===== config.mk =====
export PLATFORM = sky130hd
export DESIGN_NAME = tmb_cell
export DESIGN_NICKNAME = d
export VERILOG_FILES = /design/src/sv/tmb_pkg.sv /design/src/sv/tmb_cell.sv
export SDC_FILE = /design/constraint.sdc
export NUM_CORES = 1
export LEC_CHECK = 0
export BUFFER_PORTS_ARGS = -buffer_cell sky130_fd_sc_hd__buf_2
export CAP_MARGIN = 20
export CORE_UTILIZATION = 60
export CTS_BUF_LIST = sky130_fd_sc_hd__clkbuf_8
export CTS_CLUSTER_SIZE = 30
export DETAILED_ROUTE_END_ITERATION = 10
export PLACE_DENSITY_LB_ADDON = 0.2
export SLEW_MARGIN = 20
export SYNTH_ARGS = -nofsm -noshare
export SYNTH_HDL_FRONTEND = slang
export SYNTH_SLANG_ARGS = --single-unit
export TNS_END_PERCENT = 5

===== constraint.sdc =====
create_clock -name i_clk -period 9.27 [get_ports i_clk]
set_clock_uncertainty 0.2 [all_clocks]
set_input_delay 0.927 -clock i_clk [delete_from_list [all_inputs] [get_ports i_clk]]
set_output_delay 0.927 -clock i_clk [all_outputs]
set_load 0.05 [all_outputs]

===== src/sv/tmb_pkg.sv =====
// ----------------------------------------------------------------------------
// Timer bank package
// Sizes, codes, state encoding and the control and status records that pass
// between the timer bank controller and its row of slot cells.
// ----------------------------------------------------------------------------
package tmb_pkg;

    // Number of timer slots and the most fired beats one tick may produce.
    localparam int TIMER_SLOTS = 16;
    localparam int MAX_RESULTS = 16;

    // Derived widths.
    localparam int SLOT_W   = (TIMER_SLOTS > 1) ? $clog2(TIMER_SLOTS) : 1;
    localparam int CNT_W    = $clog2(MAX_RESULTS + 1);
    localparam int MODE_W   = 2;
    localparam int HANDLE_W = 4;
    localparam int TIME_W   = 32;
    localparam int STATUS_W = 3;

    // Request kinds carried in the mode field.
    typedef enum logic [MODE_W-1:0] {
        MODE_ADD  = 2'd0,
        MODE_DEL  = 2'd1,
        MODE_TICK = 2'd2
    } t_mode;

    // Result status codes.
    typedef enum logic [STATUS_W-1:0] {
        ST_ADDED    = 3'd0,
        ST_FULL     = 3'd1,
        ST_DELETED  = 3'd2,
        ST_NOTFOUND = 3'd3,
        ST_FIRED    = 3'd4,
        ST_NONE     = 3'd5
    } t_status;

    // Controller states.
    typedef enum logic [2:0] {
        S_IDLE,
        S_ADD,
        S_DEL,
        S_LOAD,
        S_SCAN,
        S_NONE
    } t_state;

    // Broadcast control from the controller to every cell.
    typedef struct packed {
        logic              add_en;
        logic              load_hit;
        logic              out_free;
        logic              cap_ok;
        logic              one_shot;
        logic [TIME_W-1:0] period;
        logic [TIME_W-1:0] now;
    } t_cell_ctl;

    // Status that each cell reports back to the controller.
    typedef struct packed {
        logic valid;
        logic token;
        logic hit;
        logic hit_above;
        logic take;
    } t_cell_stat;

    // Fits a slot index into the handle field, dropping or adding high bits.
    function automatic logic [HANDLE_W-1:0] to_handle(input logic [SLOT_W-1:0] idx);
        logic [HANDLE_W+SLOT_W-1:0] wide;
        wide = {{HANDLE_W{1'b0}}, idx};
        return wide[HANDLE_W-1:0];
    endfunction

endpackage


===== src/sv/tmb_cell.sv =====
// ----------------------------------------------------------------------------
// Timer bank slot cell
// Holds one timer slot. Cells are chained: a free-slot claim ripples up the
// row, pending hits are summarized down the row, and a scan token moves from
// each cell to the next one cycle at a time in a tick unless held on a hit.
// ----------------------------------------------------------------------------
module tmb_cell (
    input  logic               i_clk,
    input  logic               i_rst_n,
    input  tmb_pkg::t_cell_ctl i_ctl,
    input  logic               i_del,
    input  logic               i_token,
    input  logic               i_claim,
    input  logic               i_hit_above,
    output logic               o_token,
    output logic               o_claim,
    output logic               o_hit_above,
    output tmb_pkg::t_cell_stat o_stat
);
    import tmb_pkg::*;

    logic              r_valid, n_valid;
    logic              r_token, n_token;
    logic              r_hit, n_hit;
    logic              r_one_shot, n_one_shot;
    logic [TIME_W-1:0] r_expiry, n_expiry;
    logic [TIME_W-1:0] r_period, n_period;

    logic take;
    logic fire;
    logic hold;

    // Claim chain picks the lowest free slot; the token stalls on a hit under the
    // fired-beat limit while the output register is busy.
    always_comb begin
        take        = i_ctl.add_en && !i_claim && !r_valid;
        fire        = r_token && r_hit && i_ctl.cap_ok && i_ctl.out_free;
        hold        = r_token && r_hit && i_ctl.cap_ok && !i_ctl.out_free;
        o_claim     = i_claim || !r_valid;
        o_token     = r_token && !hold;
        o_hit_above = r_hit || i_hit_above;
        o_stat      = '{valid: r_valid, token: r_token, hit: r_hit,
                        hit_above: i_hit_above, take: take};
    end

    // Next slot contents.
    always_comb begin
        n_valid    = r_valid;
        n_one_shot = r_one_shot;
        n_expiry   = r_expiry;
        n_period   = r_period;
        n_token    = i_token || (r_token && hold);
        n_hit      = r_hit;
        if (i_ctl.load_hit) begin
            n_hit = r_valid && (r_expiry <= i_ctl.now);
        end else if (fire) begin
            n_hit = 1'b0;
        end
        priority if (take) begin
            n_valid    = 1'b1;
            n_one_shot = i_ctl.one_shot;
            n_period   = i_ctl.period;
            n_expiry   = i_ctl.now + i_ctl.period;
        end else if (i_del) begin
            n_valid = 1'b0;
        end else if (fire) begin
            if (r_one_shot) begin
                n_valid = 1'b0;
            end else begin
                n_expiry = r_expiry + r_period;
            end
        end
    end

    // Control state.
    always_ff @(posedge i_clk) begin
        if (!i_rst_n) begin
            r_valid <= 1'b0;
            r_token <= 1'b0;
            r_hit   <= 1'b0;
        end else begin
            r_valid <= n_valid;
            r_token <= n_token;
            r_hit   <= n_hit;
        end
    end

    // Slot payload.
    always_ff @(posedge i_clk) begin
        r_one_shot <= n_one_shot;
        r_expiry   <= n_expiry;
        r_period   <= n_period;
    end

endmodule

# Yosys cells after proc, flatten, opt, wreduce, memory -nomap -nowiden
# Cells that the tools add are included.
dict set report totals {
  register_bits 68
  in_bits 75
  out_inout_bits 8
}
dict set report op_classes {
  add_sub_neg 2
  n_lt_le_gt_ge 1
  eq_ne 2
  mux 10
  reduce_logical 22
}
# cell count
set ops {}
lappend ops {{32-bit two-way mux} 4}
lappend ops {{32-bit adder} 2}
lappend ops {{32-bit <= comparator} 1}
lappend ops {{1-bit logical AND} 9}
lappend ops {{1-bit two-way mux} 6}
lappend ops {{3-bit nonzero test} 2}
lappend ops {{1-bit logical NOT} 4}
lappend ops {{2-bit by 1-bit != test with 1-bit output (second input constant)} 2}
lappend ops {{2-bit nonzero test} 2}
lappend ops {{1-bit logical OR} 3}
lappend ops {{3-bit AND reduction} 1}
lappend ops {{2-bit AND reduction} 1}

# Longest topological paths before layout
# Gate-level depths: netlist of the first run.
dict set report depth {
  ltp_word 6
  depth_mapped 12
  ltp_nobuf 12
}

# Least setup slack after synthesis of the first run
# Ideal clock, no wire load.
dict set report synth_path {
  path_kind {input to output}
  startpoint {input port i_claim}
  endpoint {output port o_stat[0] in the netlist's numbering}
  arrival_ns 3.138
  t_required_ns 8.143
  path_slack_ns 5.005
  stages 6
  path_cell_list {nor2_1 nand2_1 clkinv_1 buf_1 clkbuf_1 buf_4}
}
# item line
set synth_lines {}
lappend synth_lines {{start, declared} tmb_cell.sv:13} ;# input logic i_claim,
lappend synth_lines {{end, declared} tmb_cell.sv:18} ;# output tmb_pkg::t_cell_stat o_stat

# Worst setup path in the final report of the first run
dict set report layout_path {
  startpoint {input port i_ctl[0] in the netlist's numbering}
  endpoint {register r_expiry[30], data pin}
}
dict set report layout_via {
  elab_chain_cells 2
}
# item line
set layout_rtl {}
lappend layout_rtl {{start, declared} tmb_cell.sv:10} ;# input tmb_pkg::t_cell_ctl i_ctl,
lappend layout_rtl {{32-bit adder} tmb_cell.sv:63} ;# n_expiry = i_ctl.now + i_ctl.period;
lappend layout_rtl {{32-bit two-way mux} tmb_cell.sv:59} ;# priority if (take) begin
lappend layout_rtl {{net n_expiry[30]} tmb_cell.sv:26} ;# logic [TIME_W-1:0] r_expiry, n_expiry;
lappend layout_rtl {{end signal, assigned} tmb_cell.sv:91} ;# r_expiry <= n_expiry;
lappend layout_rtl {{end, declared} tmb_cell.sv:26}
# The timed path passes the listed nets, and every way through them passes these cells.
# A chain may end at the register's enable or synchronous reset.

==> flow_summary_export.csv, run 1 <==
group,metric,value,unit
run_status,status,"complete, no violations",
floorplan,top_level_pins,83,
synthesis,syn-mean-instance-area,9.20,um2
sta,report.final.slew_viol_count,0,
critical_path,worst_ep_arrival_time,3.66,ns
global_routing,track_usage,30.9,%
synthesis,synthDistinctLibCells,63,
synthesis,ys_warn_count,0,
synthesis,synth_top_family_by_area,"compound AO/OA/AOI/OAI gates",
pwr,power_per_cell_area,138,nW/um2
synthesis,ys_seq_elements,68,
flow_run,maxCapViolations,0,
placement,post_detail_place_hpwl,12600,um
cells_and_area,seq_area,2010,um2
cells_and_area,mostFrequentLayoutCell,"sky130_fd_sc_hd__ha_1",
critical_path,maximum_net_fanout_on_the_critical_path,4,
global_routing,grt_overflow_total,0,
drt,post-route-drc-count,0,
cells_and_area,fillers,847,
drt,dr_total_vias,5710,
clock_tree,postCtsHoldBufs,0,
synthesis,synth_area,6430,um2
sta,tmin_final,3.76,ns
synthesis,post_synth_fa_ha_maj_area_fraction,18.9,%
placement,place.gp.congestion,0.925,
clock_tree,path_clk_slew,0.08,ns
cells_and_area,multi_input_comb_area,4140,um2
floorplan,design.die.area,11100,um2
sta,timing_hold_violations_final,0,
drt,iter_0_drt_violations,380,
drt,firstDrtPassIters,5,
clock_tree,clkLatencyLatePin,0.37,ns
floorplan,floorplan.rows,37,
critical_path,worstSetupEndpointType,"flop",
pwr,power.leakage,0.00323,uW
synthesis,mux_share_of_post_synthesis_cell_area,0.934,%
cells_and_area,finish.utilization,68.6,%
cells_and_area,finalNetCount,944,
floorplan,design.core.area,10400,um2
cells_and_area,final_cell_mix,"sky130_fd_sc_hd__ha_1, sky130_fd_sc_hd__buf_2, sky130_fd_sc_hd__a21oi_1",
synthesis,syn-num-nets,870,
sta,timing.final.crit_share,40.5,%
drt,routed_wl,16200,um
global_routing,first_pass_grt_wire_length,26900,um
clock_tree,cts_max_level,3,
clock_tree,cts.sink_count,68,
drt,top_layer,"met4",
critical_path,worst_path_max_delay_cell,"sky130_fd_sc_hd__fa_1",
global_routing,grt_start_max_net_pins,42,
synthesis,synthSimpleGateAreaFrac,13.2,%
synthesis,ys_async_sr_fraction,0,%
floorplan,die-height,106,um
synthesis,synth_ff_type,"sky130_fd_sc_hd__edfxtp_1",
critical_path,required,9.18,ns
clock_tree,ctsResizeCount,0,
cells_and_area,area_growth_syn_to_layout,10.7,%
global_routing,antenna_found_initial,0,
critical_path,setup.reg_to_reg.worst_slack,5.64,ns
clock_tree,clk_path_buf_depth,2,
cells_and_area,antenna-diode-count,0,
critical_path,critPathKind,"in2reg",
drt,wl_met1,7320,um
synthesis,yosysSeqAreaShare,31.3,%
critical_path,worst_setup_path_start_kind,"primary input",
drt,wl_per_cell,17.7,um
critical_path,crit_path_cell_trace,"buf_2 -> ha_1 -> inv_1 -> fa_1 -> nor2b_1 -> o31a_1 -> a2bb2oi_2 -> a22oi_2 -> o22ai_1 -> o21ai_1 -> o2111ai_1 -> o21ai_0 -> or3_1",
cells_and_area,post_route_cells_drive_above_1_share,14.3,%
drt,detailroute.wirelength.met3,1140,um
pwr,peakVddDrop,76.0,uV
clock_tree,tritoncts,"built",
hold_path,timing.hold.worst.class,"reg2reg",
drt,drtAntennaViolNets,0,
sta,finalSetupTns,0,ns
clock_tree,ctsRootBufferMaster,"sky130_fd_sc_hd__clkbuf_8",
synthesis,synthXorXnorAreaFrac,6.95,%
drt,wl_met2,7320,um
synthesis,synth_edf_count,65,
floorplan,start_util,62.0,%
synthesis,synth_cells,699,
sta,worstMarginPinSlew,0.688,ns
synthesis,share_of_the_synthesized_area_in_compound_gates_ao_oa_aoi_oai,24.1,%
floorplan,die_width,106,um
clock_tree,postCtsSetupRepairBufs,0,
sta,final.hold.worst_slack,0.347,ns
sta,fmax,0.266,GHz
clock_tree,cts_made_buffers,9,
global_routing,first_global_vias,5590,
drt,via_per_inst,6.25,
sta,final_setup_violation_count,0,
placement,numPortBuffers,82,
sta,rel_slew_slack,53.6,%
critical_path,critPathMaxStageDelay,0.41,ns
sta,rsz0062_at_grt,"no",
==> path summary, 6_finish.rpt <==
path                         startpoint                     end  depth (start not counted)
setup / recovery               i_ctl[0]  r_expiry[30]$_DFFE_PP_                         13
hold / removal       r_hit$_SDFFE_PN0P_      r_hit$_SDFFE_PN0P_                          2
setup reg to reg  r_expiry[6]$_DFFE_PP_  r_expiry[31]$_DFFE_PP_                         10
hold reg to reg      r_hit$_SDFFE_PN0P_      r_hit$_SDFFE_PN0P_                          2
==> registers in the layout, summed over array words and instances, names as in the netlist <==
register / cells
r_expiry: 32
r_hit: 1
r_one_shot: 1
r_period: 32
r_token: 1
r_valid: 1
==> cell families after synthesis <==
family | Yosys count
compound gates | 238
simple gates | 167
fa+ha+maj | 96
buf+inv | 73
flops | 68
xor+xnor | 51
mux | 6
==> area by class of cell <==
| cell class | instances | share of cell area, % |
|---|---|---|
| clock buffer | 11 | 2.13 |
| inverter | 51 | 2.69 |
| multi-input combinational | 558 | 58.1 |
| clock inverter | 5 | 0.299 |
| timing repair buffer | 85 | 6.08 |
| sequential | 68 | 28.3 |
| tap | 136 | 2.39 |
==> per-stage QoR <==
step	total power (uW)	instances	area (um2)	worst slack, ns
2_1_floorplan	654	699	6430	5.00
6_report	979	914	7120	5.51
3_3_place_gp	739	898	6940	5.29
3_5_place_dp	748	898	6940	5.21
5_1_grt	1030	914	7120	5.32
4_1_cts	974	914	7120	5.55
==> routing by layer <==
layer | up-vias | global-route usage [%]
met2 | 243 | 49.9
li1 | 2763 | -
met1 | 2677 | 41.8
met3 | 27 | 3.46
met4 | 0 | 13.8
met5 | - | 0
==> Yosys cell counts (6+ instances only) <==
master,instances,share of area (%)
sky130_fd_sc_hd__a211oi_1,11,1.3
sky130_fd_sc_hd__a21o_1,41,4.8
sky130_fd_sc_hd__a21oi_1,66,5.1
sky130_fd_sc_hd__a31oi_1,7,0.68
sky130_fd_sc_hd__clkbuf_1,13,0.76
sky130_fd_sc_hd__edfxtp_1,65,30
sky130_fd_sc_hd__ha_1,94,18
sky130_fd_sc_hd__inv_1,50,2.9
sky130_fd_sc_hd__mux2i_1,6,0.93
sky130_fd_sc_hd__nand2_1,39,2.3
sky130_fd_sc_hd__nand2b_1,9,0.88
sky130_fd_sc_hd__nand3_1,9,0.70
sky130_fd_sc_hd__nand4_1,19,1.8
sky130_fd_sc_hd__nor2_1,39,2.3
sky130_fd_sc_hd__nor2b_1,12,1.2
sky130_fd_sc_hd__nor3_1,12,0.93
sky130_fd_sc_hd__o21a_1,14,1.6
sky130_fd_sc_hd__o21ai_0,50,3.9
sky130_fd_sc_hd__o21bai_1,7,0.82
sky130_fd_sc_hd__or3_1,6,0.58
sky130_fd_sc_hd__xnor2_1,29,4.0
sky130_fd_sc_hd__xor2_1,22,3.0
==> critical path: cells and delay by family <==
family	cells	cell delay, ns
AND/OR/NAND/NOR	2	0.48
AO/OA/AOI/OAI	7	1.51
adder cells (fa/ha/maj)	2	0.59
buffers and inverters	2	0.16
==> where the power goes <==
group / internal (uW) / switching (uW) / total, uW
clock: 108 / 120 / 228
sequential: 368 / 12.0 / 380
combinational: 156 / 215 / 370
(Power assumes the default switching activity.)
==> inputs of run 2 (changes only) <==
- clock period: 9.27 -> 3.7 ns (I/O delays scaled with it)
==> run 2 against run 1 <==
Against the previous run:
- first-iteration DRC count increased by 22%
- core utilization increased by 1.9 points
- clock power increased to 3.3 times the previous value
- register-to-register slack got worse by 5.3 ns
- critical path type unchanged
- critical endpoint is now r_expiry[29]$_DFFE_PP_
- largest cell class unchanged
- largest power group is now combinational logic
==> flow_summary_export.csv, run 2 (same netlist as run 1, synthesis figures left out) <==
group,metric,value,unit
sta,worstMarginPinSlew,0.744,ns
sta,finalSetupTns,0,ns
pwr,combPwrFrac,35.9,%
floorplan,design.die.area,11100,um2
sta,final_setup_violation_count,0,
floorplan,top_level_pins,83,
global_routing,grt_overflow_total,0,
pwr,power.leakage,0.00331,uW
sta,report.final.slew_viol_count,0,
cells_and_area,area_growth_syn_to_layout,13.8,%
pwr,cell_internal_pwr,1770,uW
flow_run,maxCapViolations,0,
sta,rel_slew_slack,50.3,%
sta,rsz0062_at_grt,"no",
floorplan,die_width,106,um
cells_and_area,multi_input_comb_area,4140,um2
critical_path,required,3.58,ns
placement,postPlaceCellArea,6990,um2
critical_path,crit-reg2reg-launch,"r_expiry[0]$_DFFE_PP_",
global_routing,track_usage,31.1,%
sta,final.hold.worst_slack,0.0108,ns
cells_and_area,fillers,857,
clock_tree,cts.sink_count,68,
hold_path,worst_hold_startpoint,"i_ctl[44]",
drt,via_per_inst,6.16,
drt,wl_per_cell,18.0,um
sta,timing_hold_violations_final,0,
pwr,net-switching-power,893,uW
critical_path,worstSetupEndpointType,"flop",
clock_tree,ctsResizeCount,0,
drt,post-route-drc-count,0,
cells_and_area,seq_area,2010,um2
pwr,power.sequential.fraction,35.7,%
cells_and_area,final_design_area_no_fill,7320,um2
floorplan,floorplan.rows,37,
cells_and_area,registers_with_the_most_flip_flops,"r_expiry (32), r_period (32)",
drt,iter_0_drt_violations,463,
critical_path,worst_ep_arrival_time,3.51,ns
global_routing,grt_start_max_net_pins,35,
placement,numPortBuffers,82,
floorplan,start_util,62.0,%
run_status,status,"complete, no violations",
clock_tree,clk_path_buf_depth,2,
global_routing,antenna_found_initial,0,
critical_path,worst_setup_path_start_kind,"primary input",
critical_path,cp-startpoint,"i_ctl[35]",
pwr,netSwitchingFraction,33.5,%
cells_and_area,mostFrequentLayoutCell,"sky130_fd_sc_hd__ha_1",
cells_and_area,finalNetCount,959,
clock_tree,cts_max_level,3,
clock_tree,tritoncts,"built",
critical_path,r2r_end,"r_expiry[30]$_DFFE_PP_",
pwr,power_per_cell_area,364,nW/um2
placement,post_detail_place_hpwl,13000,um
critical_path,critPathKind,"in2reg",
cells_and_area,final_cell_mix,"sky130_fd_sc_hd__ha_1, sky130_fd_sc_hd__buf_2, sky130_fd_sc_hd__a21oi_1",
cells_and_area,antenna-diode-count,0,
clock_tree,clkLatencyLatePin,0.35,ns
clock_tree,path_clk_slew,0.08,ns
cells_and_area,finish.utilization,70.6,%
sta,fmax,0.276,GHz
drt,firstDrtPassIters,8,
clock_tree,cts_made_buffers,9,
global_routing,first_global_vias,5664,
floorplan,die-height,106,um
placement,place.gp.congestion,0.971,
drt,drtAntennaViolNets,0,
critical_path,critical_path.endpoint,"r_expiry[29]$_DFFE_PP_",
sta,tmin_final,3.63,ns
drt,routed_wl,16700,um
hold_path,timing.hold.worst.class,"in2reg",
critical_path,rr_worst_depth,12,
cells_and_area,post_route_cells_drive_above_1_share,15.1,%
drt,dr_total_vias,5724,
sta,timing.final.crit_share,98.1,%
global_routing,first_pass_grt_wire_length,27400,um
critical_path,setup.reg_to_reg.worst_slack,0.34,ns
pwr,peakVddDrop,253,uV
pwr,totalPowerFinal,2660,uW
pwr,clockPowerShare,28.4,%
critical_path,maximum_net_fanout_on_the_critical_path,4,
clock_tree,ctsRootBufferMaster,"sky130_fd_sc_hd__clkbuf_8",
floorplan,design.core.area,10400,um2
[run 2: cell types whose count changed in the layout (fill, tap and decap cells not counted), sizes merged]
cell         delta
dlygate4sd3     +9
bufinv          +3
clkinvlp        +2
buf             +6
clkbuf          -2
inv             -3
[run 2: final cells by class]
cell class,count,share of cell area [%]
Clock buffer,9,1.69
Timing Repair Buffer,100,7.76
Tap cell,136,2.33
Clock inverter,7,1.57
Multi-Input combinational cell,558,56.5
Sequential cell,68,27.5
Inverter,51,2.62
[run 2: timing repair]
item                      CTS  global route
setup buffers               0             0
hold endpoints to repair    6             3
hold buffers                6             3
[run 2: critical path: stages]
cell	delay [ns]
sky130_fd_sc_hd__dlygate4sd3_1	0.54
sky130_fd_sc_hd__buf_2	0.13
sky130_fd_sc_hd__ha_1	0.33
sky130_fd_sc_hd__o21ai_0	0.16
sky130_fd_sc_hd__o21ai_0	0.32
sky130_fd_sc_hd__a21oi_1	0.18
sky130_fd_sc_hd__nor3_1	0.29
sky130_fd_sc_hd__nor2_1	0.10
sky130_fd_sc_hd__o21ai_0	0.56
sky130_fd_sc_hd__nand4_1	0.24
sky130_fd_sc_hd__mux2i_1	0.19
sky130_fd_sc_hd__o211ai_1	0.10
[run 2: how the worst min path moves through the flow]
stage / end / slack, ns / cells past startpoint
4_1_cts: r_period[31]$_DFFE_PP_ / 0.0009 / 1
2_1_floorplan: r_one_shot$_DFFE_PP_ / 0.27 / 0
5_1_grt: r_period[31]$_DFFE_PP_ / 0.001 / 1
3_5_place_dp: r_hit$_SDFFE_PN0P_ / 0.33 / 2
6_report: r_period[12]$_DFFE_PP_ / 0.01 / 1
3_3_place_gp: r_token$_SDFF_PN0_ / 0.32 / 2
[run 2: per-stage QoR]
step | setup slack [ns] | std cells
after floorplan | 0.0904 | 699
after global placement | 0.317 | 904
after detailed placement | 0.209 | 904
after CTS | 0.193 | 926
after global routing | 0.0100 | 929
final | 0.0708 | 929
[run 2: per-layer routing]
metal  vias up  GRT usage, %  routed length (um)
met3        23          5.75                1310
met5         -             0                   0
met4         0          9.23                 310
met1      2683          44.0                7700
met2       227          48.3                7370
li1       2791             -                   -
[run 2: power groups by stage]
stage	clock [uW]	combinational [uW]	sequential, uW
after global routing	797	1050	957
after global placement	0	901	967
final	757	956	952
after detailed placement	0	925	969
after CTS	765	937	952
after floorplan	0	680	959
==> inputs of run 3 (changes only) <==
- MAX_ROUTING_LAYER: default -> met4
==> run 3 against run 2 <==
Against the previous run:
- flip-flop and latch count is the same
- final cell count rose by 1.6%
- maximum frequency grew 3.7%
- hold slack worse by 0.0019 ns
- non-clock buffer count increased by 15
- critical path depth unchanged
- clock-buffer cell count up 2
- clock power fell by 11%
- die area unchanged
- critical path type unchanged
==> flow_summary_export.csv, run 3 (same netlist as run 1, synthesis figures left out) <==
group,metric,value,unit
run_status,status,"complete, no violations",
critical_path,r2r_end,"r_expiry[30]$_DFFE_PP_",
critical_path,maximum_net_fanout_on_the_critical_path,4,
sta,final_setup_violation_count,0,
placement,post_detail_place_hpwl,13400,um
floorplan,start_util,62.0,%
sta,timing_hold_violations_final,0,
cells_and_area,registers_with_the_most_flip_flops,"r_expiry (32), r_period (32)",
cells_and_area,finalNetCount,974,
critical_path,worstSetupEndpointType,"flop",
global_routing,track_usage,33.2,%
sta,final.hold.worst_slack,0.00893,ns
drt,firstDrtPassIters,5,
sta,rel_slew_slack,59.3,%
drt,wl_per_cell,18.5,um
critical_path,required,3.62,ns
sta,timing.final.crit_share,94.6,%
sta,report.final.slew_viol_count,0,
hold_path,timing.hold.worst.class,"in2reg",
pwr,power.leakage,0.00336,uW
drt,dr_total_vias,5874,
critical_path,worst_ep_arrival_time,3.42,ns
drt,post-route-drc-count,0,
placement,place.gp.congestion,0.921,
global_routing,grt_overflow_total,0,
cells_and_area,area_growth_syn_to_layout,15.7,%
sta,fin_ws,0.200,ns
floorplan,floorplan.rows,37,
cells_and_area,post_route_cells_drive_above_1_share,15.3,%
clock_tree,path_clk_slew,0.08,ns
floorplan,die_width,106,um
drt,via_per_inst,6.22,
critical_path,rr_worst_depth,12,
global_routing,first_pass_grt_wire_length,27800,um
cells_and_area,final_cell_mix,"sky130_fd_sc_hd__ha_1, sky130_fd_sc_hd__buf_2, sky130_fd_sc_hd__a21oi_1",
cells_and_area,mostFrequentLayoutCell,"sky130_fd_sc_hd__ha_1",
placement,numPortBuffers,82,
pwr,peakVddDrop,229,uV
clock_tree,clkLatencyLatePin,0.36,ns
clock_tree,cts.sink_count,68,
global_routing,antenna_found_initial,0,
sta,worstMarginPinSlew,0.605,ns
global_routing,grt_start_max_net_pins,35,
cells_and_area,antenna-diode-count,0,
sta,rsz0062_at_grt,"no",
floorplan,die-height,106,um
sta,fmax,0.286,GHz
global_routing,first_global_vias,5687,
critical_path,crit-reg2reg-launch,"r_expiry[0]$_DFFE_PP_",
hold_path,timing.hold.worst_endpoint,"r_period[5]$_DFFE_PP_",
clock_tree,clk_path_buf_depth,2,
critical_path,setup.reg_to_reg.worst_slack,0.29,ns
drt,routed_wl,17400,um
critical_path,critPathKind,"in2reg",
cells_and_area,fillers,794,
floorplan,top_level_pins,83,
sta,tmin_final,3.50,ns
clock_tree,ctsRootBufferMaster,"sky130_fd_sc_hd__clkbuf_8",
sta,finalSetupTns,0,ns
clock_tree,tritoncts,"built",
flow_run,maxCapViolations,0,
clock_tree,cts_made_buffers,9,
placement,placement.setup.worst_slack,0.220,ns
floorplan,design.core.area,10400,um2
pwr,power_per_cell_area,350,nW/um2
hold_path,worstHoldPathCells,1,
drt,drtAntennaViolNets,0,
hold_path,worst_hold_startpoint,"i_ctl[37]",
clock_tree,cts_max_level,3,
floorplan,design.die.area,11100,um2
drt,iter_0_drt_violations,508,
critical_path,worst_setup_path_start_kind,"primary input",
## run 3: changes by cell type in the layout (fill, tap and decap cells not counted), sizes merged
cell         change
buf              +2
bufinv           -2
clkbuf           +2
clkinv           -1
dlygate4sd3     +13
inv              +1
## run 3: power by group
| part | switching, uW | total, uW | internal [uW] | leakage [uW] |
|---|---|---|---|---|
| sequential | 31.3 | 954 | 922 | 0.000631 |
| combinational | 562 | 979 | 417 | 0.00263 |
| clock | 324 | 673 | 349 | 0.000102 |
## run 3: worst max-delay path by stage
stage / cells after the start / end / slack (ns) / startpoint
after floorplan: 2 / r_expiry[0]$_DFFE_PP_ / 0.09 / i_ctl[66]
after global placement: 13 / r_expiry[30]$_DFFE_PP_ / 0.31 / i_ctl[0]
after detailed placement: 13 / r_expiry[30]$_DFFE_PP_ / 0.22 / i_ctl[0]
after CTS: 12 / r_expiry[30]$_DFFE_PP_ / 0.20 / i_ctl[34]
after global routing: 12 / r_expiry[30]$_DFFE_PP_ / 0.05 / i_ctl[49]
final: 12 / r_expiry[30]$_DFFE_PP_ / 0.20 / i_ctl[34]
## run 3: metrics by stage
step	power, uW	cells	util (%)	cell area, um2
floorplan	1640	699	-	6430
global placement	1870	906	67.5	7000
detailed placement	1900	906	67.5	7000
CTS	2590	943	71.6	7420
global route	2740	944	71.8	7440
finish	2610	944	71.8	7440
## run 3: final cells by class
cell class,count,area (um2),share of cell area (%)
multi-input combinational,558,4150,55.7
sequential,68,2010,27.0
timing repair buffer,115,713,9.58
inverter,51,191,2.57
tap,136,170,2.29
clock buffer,11,151,2.03
clock inverter,5,58.8,0.790
## run 3: what timing repair did
| item | CTS | global route |
|---|---|---|
| gates resized for setup | 0 | 3 |
| hold buffers | 21 | 1 |
| endpoints found under the setup margin | 0 | 3 |
| endpoints found under the hold margin | 21 | 1 |
| setup buffers | 0 | 0 |
## run 3: worst max-delay path, cell delays in order
cell and delay, ns:
sky130_fd_sc_hd__dlygate4sd3_1 0.54, sky130_fd_sc_hd__buf_2 0.13, sky130_fd_sc_hd__ha_1 0.32, sky130_fd_sc_hd__nor2b_1 0.16, sky130_fd_sc_hd__o31a_1 0.29, sky130_fd_sc_hd__a2bb2oi_2 0.21
sky130_fd_sc_hd__a22oi_2 0.31, sky130_fd_sc_hd__o22ai_1 0.18, sky130_fd_sc_hd__o21ai_2 0.22, sky130_fd_sc_hd__o2111ai_1 0.17, sky130_fd_sc_hd__nor4b_1 0.17, sky130_fd_sc_hd__or3_1 0.35
## run 3: routing by layer
metal / routed length [um] / GRT usage (%)
met3: 1360 / 6.18
met4: 333 / 10.3
met1: 7840 / 44.8
met2: 7910 / 50.8
met5: 0 / -
